===== config.mk =====
export PLATFORM = sky130hd
export DESIGN_NAME = polyphonic_voice_allocator
export DESIGN_NICKNAME = d
export VERILOG_FILES = /design/src/rtl/pva_pkg.sv /design/src/rtl/polyphonic_voice_allocator.sv /design/src/rtl/pva_voice_file.sv /design/src/rtl/pva_seq.sv
export VERILOG_INCLUDE_DIRS = /design/src /design/src/rtl
export SDC_FILE = /design/constraint.sdc
export NUM_CORES = 1
export LEC_CHECK = 0
export BUFFER_PORTS_ARGS = -buffer_cell sky130_fd_sc_hd__buf_4
export CAP_MARGIN = 30
export CORE_MARGIN = 2
export CORE_UTILIZATION = 40
export DETAILED_ROUTE_END_ITERATION = 7
export SLEW_MARGIN = 20
export SYNTH_ARGS = -nofsm -noshare
export SYNTH_HDL_FRONTEND = slang
export SYNTH_SLANG_ARGS = --single-unit

===== constraint.sdc =====
create_clock -name clk_i -period 9.55 [get_ports clk_i]
set_input_delay 0.4775 -clock clk_i [delete_from_list [all_inputs] [get_ports clk_i]]
set_output_delay 0.4775 -clock clk_i [all_outputs]
set_load 0.01 [all_outputs]

===== src/rtl/polyphonic_voice_allocator_macros.svh =====
// Assertion macros for the polyphonic voice allocator.
`ifndef POLYPHONIC_VOICE_ALLOCATOR_MACROS_SVH
`define POLYPHONIC_VOICE_ALLOCATOR_MACROS_SVH

`ifndef SYNTHESIS
// Check a property on every clock edge outside reset.
`define PVA_ASSERT(lbl, prop, msg) \
  lbl: assert property (@(posedge clk_i) disable iff (!rst_ni) (prop)) else $error(msg);
// Check that a condition in one cycle leads to another in the next cycle.
`define PVA_ASSERT_NEXT(lbl, ante, cons, msg) \
  lbl: assert property (@(posedge clk_i) disable iff (!rst_ni) (ante) |=> (cons)) \
    else $error(msg);
`else
`define PVA_ASSERT(lbl, prop, msg)
`define PVA_ASSERT_NEXT(lbl, ante, cons, msg)
`endif

`endif


===== src/rtl/pva_pkg.sv =====
// Shared constants, types and codes of the polyphonic voice allocator.
`timescale 1ns / 1ps
`default_nettype none
package pva_pkg;

  localparam int VOICES   = 8;
  localparam int AGE_BITS = 32;
  localparam int VOICE_W  = $clog2(VOICES);
  localparam int PITCH_W  = 7;
  localparam int VEL_W    = 7;

  localparam logic [1:0] OP_NOTE_ON    = 2'd0;
  localparam logic [1:0] OP_NOTE_OFF   = 2'd1;
  localparam logic [1:0] OP_VOICE_IDLE = 2'd2;

  typedef struct packed {
    logic [1:0]         operation;
    logic [PITCH_W-1:0] pitch;
    logic [VEL_W-1:0]   velocity;
    logic [2:0]         idle_voice;
  } item_t;

  typedef struct packed {
    logic [2:0] assigned_voice;
    logic       stolen;
    logic [7:0] release_mask;
  } result_t;

  typedef enum logic [1:0] {
    ST_IDLE,
    ST_SCAN,
    ST_COMMIT
  } state_e;

  // One voice entry as seen by the scan.
  typedef struct packed {
    logic                active;
    logic [PITCH_W-1:0]  pitch;
    logic [AGE_BITS-1:0] age;
  } voice_rd_t;

  // Update applied to the voice file at the end of a transaction.
  typedef struct packed {
    logic               note_on;
    logic               idle;
    logic [VOICE_W-1:0] idx;
    logic [PITCH_W-1:0] pitch;
  } voice_wr_t;

endpackage
`default_nettype wire


===== src/rtl/polyphonic_voice_allocator.sv =====
// Top level of the polyphonic voice allocator with oldest-voice stealing.
//
//   channel   handshake          payload            direction
//   item      start / busy       item_i   (item_t)   in
//   result    done_o (strobe)    result_o (result_t) out
//
// Note on and note off scan the voices one per cycle through the shared age/pitch
// compare, then pass through the commit state and the result register; voice idle and
// the unused code go from the accepting edge straight to the commit state, then the
// result register. busy is high from the accepting edge through the commit
// cycle; a new transaction may be accepted while the previous result is on the ports.
// The result shows for one cycle and cannot be held off. Reset clears all voices.
`timescale 1ns / 1ps
`default_nettype none
`include "polyphonic_voice_allocator_macros.svh"
module polyphonic_voice_allocator (
  input  wire logic       clk_i,
  input  wire logic       rst_ni,
  input  wire logic       start,
  output logic            busy,
  input  wire pva_pkg::item_t item_i,
  output logic            done_o,
  output pva_pkg::result_t result_o
);

  logic [pva_pkg::VOICE_W-1:0] rd_idx;
  pva_pkg::voice_rd_t          rd;
  pva_pkg::voice_wr_t          wr;
  logic                        res_valid;
  pva_pkg::result_t            res;
  logic                        done_q;
  pva_pkg::result_t            result_q;

  pva_seq u_seq (
    .clk_i       (clk_i),
    .rst_ni      (rst_ni),
    .start       (start),
    .busy        (busy),
    .item_i      (item_i),
    .rd_idx_o    (rd_idx),
    .rd_i        (rd),
    .wr_o        (wr),
    .res_valid_o (res_valid),
    .res_o       (res)
  );

  pva_voice_file u_voice_file (
    .clk_i    (clk_i),
    .rst_ni   (rst_ni),
    .rd_idx_i (rd_idx),
    .rd_o     (rd),
    .wr_i     (wr)
  );

  always_ff @(posedge clk_i or negedge rst_ni) begin
    if (!rst_ni) begin
      done_q <= 1'b0;
    end else begin
      done_q <= res_valid;
    end
  end

  always_ff @(posedge clk_i) begin
    if (res_valid) begin
      result_q <= res;
    end
  end

  assign done_o   = done_q;
  assign result_o = result_q;

  `PVA_ASSERT_NEXT(a_accept_busy, start && !busy, busy, "accepted transaction did not raise busy")
  `PVA_ASSERT_NEXT(a_single_strobe, done_o, !done_o, "result strobe lasted two cycles")
  `PVA_ASSERT(a_done_on_finish, $fell(busy) |-> done_o, "busy dropped without a result")
  `PVA_ASSERT(a_result_kind, done_o |-> !((result_o.stolen || result_o.assigned_voice != 3'd0) && result_o.release_mask != 8'd0), "note on and note off fields both set")

endmodule
`default_nettype wire


===== src/rtl/pva_voice_file.sv =====
// Voice state: active flags, pitch and age stamps, and the saturating age counter.
`timescale 1ns / 1ps
`default_nettype none
module pva_voice_file (
  input  wire logic                          clk_i,
  input  wire logic                          rst_ni,
  input  wire logic [pva_pkg::VOICE_W-1:0]   rd_idx_i,
  output pva_pkg::voice_rd_t                 rd_o,
  input  wire pva_pkg::voice_wr_t            wr_i
);

  logic [pva_pkg::VOICES-1:0]   active_q;
  logic [pva_pkg::PITCH_W-1:0]  pitch_q [pva_pkg::VOICES];
  logic [pva_pkg::AGE_BITS-1:0] age_q   [pva_pkg::VOICES];
  logic [pva_pkg::AGE_BITS-1:0] age_cnt_q, age_cnt_d;

  // Saturate at all ones.
  assign age_cnt_d = (&age_cnt_q) ? age_cnt_q : age_cnt_q + 1'b1;

  always_ff @(posedge clk_i or negedge rst_ni) begin
    if (!rst_ni) begin
      active_q  <= '0;
      age_cnt_q <= '0;
    end else begin
      if (wr_i.note_on) begin
        active_q[wr_i.idx] <= 1'b1;
        age_cnt_q          <= age_cnt_d;
      end else if (wr_i.idle) begin
        active_q[wr_i.idx] <= 1'b0;
      end
    end
  end

  always_ff @(posedge clk_i) begin
    if (wr_i.note_on) begin
      pitch_q[wr_i.idx] <= wr_i.pitch;
      age_q[wr_i.idx]   <= age_cnt_d;
    end
  end

  // An inactive voice reads with age zero.
  always_comb begin
    rd_o.active = active_q[rd_idx_i];
    rd_o.pitch  = pitch_q[rd_idx_i];
    rd_o.age    = active_q[rd_idx_i] ? age_q[rd_idx_i] : '0;
  end

endmodule
`default_nettype wire


===== src/rtl/pva_seq.sv =====
// Sequencer: walks the voices one per cycle through a shared compare unit, then commits.
`timescale 1ns / 1ps
`default_nettype none
module pva_seq (
  input  wire logic                          clk_i,
  input  wire logic                          rst_ni,
  input  wire logic                          start,
  output logic                               busy,
  input  wire pva_pkg::item_t                item_i,
  output logic [pva_pkg::VOICE_W-1:0]        rd_idx_o,
  input  wire pva_pkg::voice_rd_t            rd_i,
  output pva_pkg::voice_wr_t                 wr_o,
  output logic                               res_valid_o,
  output pva_pkg::result_t                   res_o
);

  localparam logic [pva_pkg::VOICE_W-1:0] LAST = pva_pkg::VOICE_W'(pva_pkg::VOICES - 1);

  pva_pkg::state_e                state_q, state_d;
  pva_pkg::item_t                 item_q, item_d;
  logic [pva_pkg::VOICE_W-1:0]    cnt_q, cnt_d;
  logic                           free_found_q, free_found_d;
  logic [pva_pkg::VOICE_W-1:0]    free_idx_q, free_idx_d;
  logic [pva_pkg::VOICE_W-1:0]    best_idx_q, best_idx_d;
  logic [pva_pkg::AGE_BITS-1:0]   best_age_q, best_age_d;
  logic [pva_pkg::VOICES-1:0]     mask_q, mask_d;
  logic                           age_lower;
  logic                           pitch_hit;
  logic [pva_pkg::VOICE_W-1:0]    target;

  // Shared compare unit, fed by the voice under scan.
  assign age_lower = rd_i.age < best_age_q;
  assign pitch_hit = rd_i.active && (rd_i.pitch == item_q.pitch);
  assign target    = free_found_q ? free_idx_q : best_idx_q;

  assign busy     = (state_q != pva_pkg::ST_IDLE);
  assign rd_idx_o = cnt_q;

  always_ff @(posedge clk_i or negedge rst_ni) begin
    if (!rst_ni) begin
      state_q <= pva_pkg::ST_IDLE;
    end else begin
      state_q <= state_d;
    end
  end

  always_ff @(posedge clk_i) begin
    item_q       <= item_d;
    cnt_q        <= cnt_d;
    free_found_q <= free_found_d;
    free_idx_q   <= free_idx_d;
    best_idx_q   <= best_idx_d;
    best_age_q   <= best_age_d;
    mask_q       <= mask_d;
  end

  always_comb begin
    state_d      = state_q;
    item_d       = item_q;
    cnt_d        = cnt_q;
    free_found_d = free_found_q;
    free_idx_d   = free_idx_q;
    best_idx_d   = best_idx_q;
    best_age_d   = best_age_q;
    mask_d       = mask_q;
    wr_o         = '0;
    res_valid_o  = 1'b0;
    res_o        = '0;

    unique case (state_q)
      pva_pkg::ST_IDLE: begin
        if (start) begin
          item_d       = item_i;
          cnt_d        = '0;
          free_found_d = 1'b0;
          mask_d       = '0;
          if (item_i.operation == pva_pkg::OP_NOTE_ON ||
              item_i.operation == pva_pkg::OP_NOTE_OFF) begin
            state_d = pva_pkg::ST_SCAN;
          end else begin
            state_d = pva_pkg::ST_COMMIT;
          end
        end
      end
      pva_pkg::ST_SCAN: begin
        if (!rd_i.active && !free_found_q) begin
          free_found_d = 1'b1;
          free_idx_d   = cnt_q;
        end
        // First voice seeds the minimum; later ones replace it only when strictly older.
        if (cnt_q == '0 || age_lower) begin
          best_age_d = rd_i.age;
          best_idx_d = cnt_q;
        end
        if (pitch_hit) begin
          mask_d[cnt_q] = 1'b1;
        end
        if (cnt_q == LAST) begin
          state_d = pva_pkg::ST_COMMIT;
        end else begin
          cnt_d = cnt_q + 1'b1;
        end
      end
      pva_pkg::ST_COMMIT: begin
        res_valid_o = 1'b1;
        state_d     = pva_pkg::ST_IDLE;
        case (item_q.operation)
          pva_pkg::OP_NOTE_ON: begin
            if (item_q.velocity != '0) begin
              wr_o.note_on       = 1'b1;
              wr_o.idx           = target;
              wr_o.pitch         = item_q.pitch;
              res_o.assigned_voice = 3'(target);
              res_o.stolen       = !free_found_q;
            end else begin
              res_o.release_mask = 8'(mask_q);
            end
          end
          pva_pkg::OP_NOTE_OFF: begin
            res_o.release_mask = 8'(mask_q);
          end
          pva_pkg::OP_VOICE_IDLE: begin
            if (32'(item_q.idle_voice) < pva_pkg::VOICES) begin
              wr_o.idle = 1'b1;
              wr_o.idx  = pva_pkg::VOICE_W'(item_q.idle_voice);
            end
          end
          default: ;
        endcase
      end
      default: state_d = pva_pkg::ST_IDLE;
    endcase
  end

endmodule
`default_nettype wire

After elaboration in Yosys (flattened, before gate mapping)

Memory sizes are Yosys's and may differ from the RTL's. A register that Yosys moved wholly into a read port is not among the register bits.
Index checks and enable logic that the tools add are counted.

Register bits: 124
Latch bits: 0
RAM bits: 312
Bits in read-only memories: 0
Bits of input ports: 22
Output and inout bits: 14
Word-level logic and storage cells: 105
Memories: 2

Memories:

| memory               | words | bits a word | read ports | clocked after memory_dff | write ports | RTL line             | text |
|---|---|---|---|---|---|---|---|
| u_voice_file.age_q   | 8     | 32          | 1          | 1                        | 1           | pva_voice_file.sv:14 | `logic [pva_pkg::AGE_BITS-1:0] age_q [pva_pkg::VOICES];` |
| u_voice_file.pitch_q | 8     | 7           | 1          | 1                        | 1           | pva_voice_file.sv:13 | `logic [pva_pkg::PITCH_W-1:0] pitch_q [pva_pkg::VOICES];` |

Add/sub/neg operators: 2
Multiply operators: 0
Div/mod/pow operators: 0
Order comparisons: 5
Equal/unequal tests: 12
Shift operators: 0
Muxes and demuxes: 38
Bitwise logic cells: 4
Reductions and logical operators: 25

Operators by type and width:

| cell                    | number |
|---|---|
| $mux W32                | 2 |
| $mux W8                 | 5 |
| $add A32 B1 Y32 const B | 1 |
| $lt A32 B32 Y1          | 1 |
| $pmux W8 S2             | 2 |
| $reduce_and A32 Y1      | 1 |
| $or A8 B8 Y8            | 2 |
| $mux W3                 | 5 |
| $mux W12                | 1 |
| $pmux W3 S2             | 2 |
| $reduce_and A3 Y1       | 4 |
| $mux W1                 | 11 |
| $mux W10                | 1 |
| $and A8 B8 Y8           | 1 |
| $lt A3 B4 Y1 const B    | 2 |
| $not A8 Y8              | 1 |
| $reduce_and A2 Y1       | 4 |
| $eq A7 B7 Y1            | 1 |
| $mux W7                 | 1 |
| $reduce_bool A7 Y1      | 1 |
| $demux W1 S3            | 2 |
| $eq A2 B1 Y1 const B    | 3 |
| $ge A3 B1 Y1 const B    | 2 |
| $logic_not A2 Y1        | 3 |
| 14 further kinds        | 27 |

Logic depth before layout (Yosys ltp)

Depth in word-level cells: 12
Gate-level depth with buffers: 14
Mapped depth without buffers: 12

By module

From an unflattened synthesis, not the netlist that was laid out.

Cell total of the unflattened synthesis: 1054
Area, all modules: 18183.7 µm²

By module, submodules not included:

| module                     | times used | cells an instance | area an instance (µm²) | sequential area each (µm²) |
|---|---|---|---|---|
| pva_voice_file             | 1          | 766               | 14343.8                | 10369.9 |
| pva_seq                    | 1          | 275               | 3454.6                 | 2122.0 |
| polyphonic_voice_allocator | 1          | 13                | 385.4                  | 385.4 |

Worst setup path after synthesis

No wires, ideal clock.

Kind: register to register
Start point: reg (tool-made name)
End point: reg u_seq.best_age_q[0] (netlist bit), enable pin
Library setup time: 0.481 ns
Arrival: 5.538 ns
Slack: 3.532 ns
Stages on the path, launching flop included: 14
Path buffers: 3
Cells stage by stage: dfxtp_1 > clkbuf_1 > buf_2 > buf_2 > mux4_2 > mux2i_1 > nor2_1 > ha_1 > a21o_1 > a21o_1 > a21oi_1 > a2bb2oi_1 > a21oi_1 > a211oi_1

RTL lines:

| what                   | RTL line      | text |
|---|---|---|
| end signal: assignment | pva_seq.sv:53 | `best_age_q <= best_age_d;` |
| end: declaration       | pva_seq.sv:25 | `logic [pva_pkg::AGE_BITS-1:0] best_age_q, best_age_d;` |

==> results.txt <==
CTS tree: yes
Die Width: 217 um
fin crit share: 49.7%
final setup vio count: 0
number of inserted diodes: 0
EDFF count, synth: 393
Req. time, crit path: 9780 ps
Cell Area, Synth: 18,200 sq um
RSZ-0062 raised after global routing: false
detail-routed via count per cell: 5.26
port bufs: 35
Non-Filler Cell Area, Final: 20,700 sq um
worst slack, placed: 4330 ps
post-synth top area share: 65.0%
Final Critical Period: 4750 ps
Pins Over Slew Limit: 0
DR vias: 9,188
Detailed Routing Iterations Pass 1: 5
Worst-path clk slew: 60 ps
die area: 47,100 sq um
final hold viol count: 0
busiest grt layer: met2
Final GP Congestion: 0.758
Worst IR Drop VDD: 0.156 mV
cts hold-fix bufs: 1
PnR worst setup slack: 4800 ps
hold_ws: 109 ps
hold depth: 1
post-layout util: 45.9%
Final Net Count: 1,170
fraction of layout cells with a size suffix above 1: 19.8%
Worst Clk Skew: 19.2 ps
fin cells: 1,746
number of I/O pins: 36
P&R area growth vs syn: 13.9%
Syn. warnings: 0
Max-cap violations: 0
Core Region: 45,100 sq um
antenna viol nets, final: 0
DRT iter0 DRCs: 689
total track usage: 15.6%
Avg Synthesized Cell Area: 17.3 sq um
Post-CTS Setup Inserts: 0
GRT Residual Overflow: 0
CP arrival: 4980 ps
register bit total from synthesis: 439
Leakage: 6.97 nW
vias in the first global route: 9,376
worst r2r path cells: 13
post-CTS sizing: 0
Post-Syn Nets: 1,108
headroom to the max-slew limit: 33.5%
f_max: 211 MHz
Post-Place Cells: 1,664
fraction of registers with async set/reset: 9.79%
post-synthesis sequential area ratio: 71.2%
post-synth cell types: 52
Clk Latency, worst-skew pair: 550 ps
most used flip-flop cell after synthesis: edfxtp_1
run status: finished clean
TritonCTS Buffers: 44
count leader, synth: edfxtp_1
Synth top cells by count: edfxtp_1, nor2_1, mux4_2, dfrtp_1, mux2i_1
CP endpoint kind: flip-flop
Worst Setup Path Type: reg2reg
highest fanout seen on the critical path: 38
maximum clock path buffer count: 3
HP Class: in2reg
top cells by area, synth: edfxtp_1, mux4_2, dfrtp_1
Starting Density: 40.3%
Die Height: 217 um
CP Launch Type: flip-flop
Slew @ Worst Pin: 990 ps
Sink Count: 439
met2 Use GR: 25.2%
first-pass GRT wire length: 55,700 um
Overall Power: 5.66 mW
Final HPWL DP: 20,900 um
Post-DP Area: 19,200 sq um
M3 GR Usage: 2.14%
Total Wirelength: 36,200 um
PwrDens: 274 nW/um^2
Syn Inst Count: 1,051
routed len/inst: 20.7 um
setup TNS: 0 ps
CTS root buf: clkbuf_16
met1 Use GR: 22.2%
initial antenna violation count: 1
Max H-tree Level: 2
row cnt: 78
pin count of the biggest net entering global routing: 47
Residual DRC: 0
cell taking the most area after synthesis: edfxtp_1
## state kept, by name, summed over array words and instances (netlist names), named ones only
register / cells
u_voice_file.pitch_q: 56
u_seq.item_q: 19
u_voice_file.age_q: 256
u_seq.free_found_q: 1
result_o: 12
u_seq.state_q: 2
u_seq.rd_idx_o: 3
u_voice_file.age_cnt_q: 32
u_seq.mask_q: 8
done_o: 1
u_seq.best_age_q: 32
u_seq.free_idx_q: 3
u_seq.best_idx_q: 3
## worst paths after layout
kind / from / to / slack, ps
min in group asynchronous: rst_ni / done_o / 460
min reg2reg: u_seq.state_q[1] / u_seq.state_q[1] / 510
max reg2reg: flip-flop / u_seq.best_idx_q[2] / 4800
min: item_i[6] / u_seq.item_q[6] / 110
max in group asynchronous: rst_ni / u_voice_file.age_cnt_q[8] / 8630
max: flip-flop / u_seq.best_idx_q[2] / 4800
## layout make-up
cell class,instances,area (sq um)
clock inverters,26,269
flip-flops and latches,439,12900
multi-input cells,533,4990
clock buffers,53,1160
well taps,600,751
repair buffers,54,415
fillers,3896,24400
inverters,41,154
## layout by cell type, fill, tap and decap left out, types with 32 or more instances in the layout
cell type and instances:
edfxtp_1 393, mux4_2 78, nor2_1 75, buf_4 51
clkbuf_16 45, mux2i_1 43, dfrtp_1 43, nand2_1 42
inv_1 41, xnor2_1 37, ha_1 35, xor2_1 32
## critical path, stage by stage, from the launching register on
cell and delay, ps:
dfxtp_4 870, buf_4 680, mux4_2 580, mux2i_1 150, nor2_1 80, ha_1 340
a211oi_1 220, o21ai_0 110, o211ai_1 110, a31o_2 190, nand2_1 80, a211oi_4 420
buf_8 230, buf_4 290
## kinds of logic after synthesis
logic type,count (synthesis),share of synthesized area (%)
compound gates,76,2.77
xor+xnor,69,3.33
fa+ha+maj,35,2.41
buf+inv,79,1.72
flops,439,71.2
mux,126,12.4
simple gates,227,6.17
## where the power goes
part           switching (mW)  leakage (nW)  internal [mW]
clock                   0.710         0.710           1.00
sequential              0.180          3.99           2.38
combinational           0.780          2.27          0.603
## routing by layer
| metal | up-vias | share of wire (%) |
|---|---|---|
| li1 | 4190 | - |
| met5 | - | 0 |
| met2 | 145 | 47 |
| met4 | 0 | 2.1 |
| met3 | 56 | 3.2 |
| met1 | 4797 | 48 |
Power figures use the tool's default switching activity.
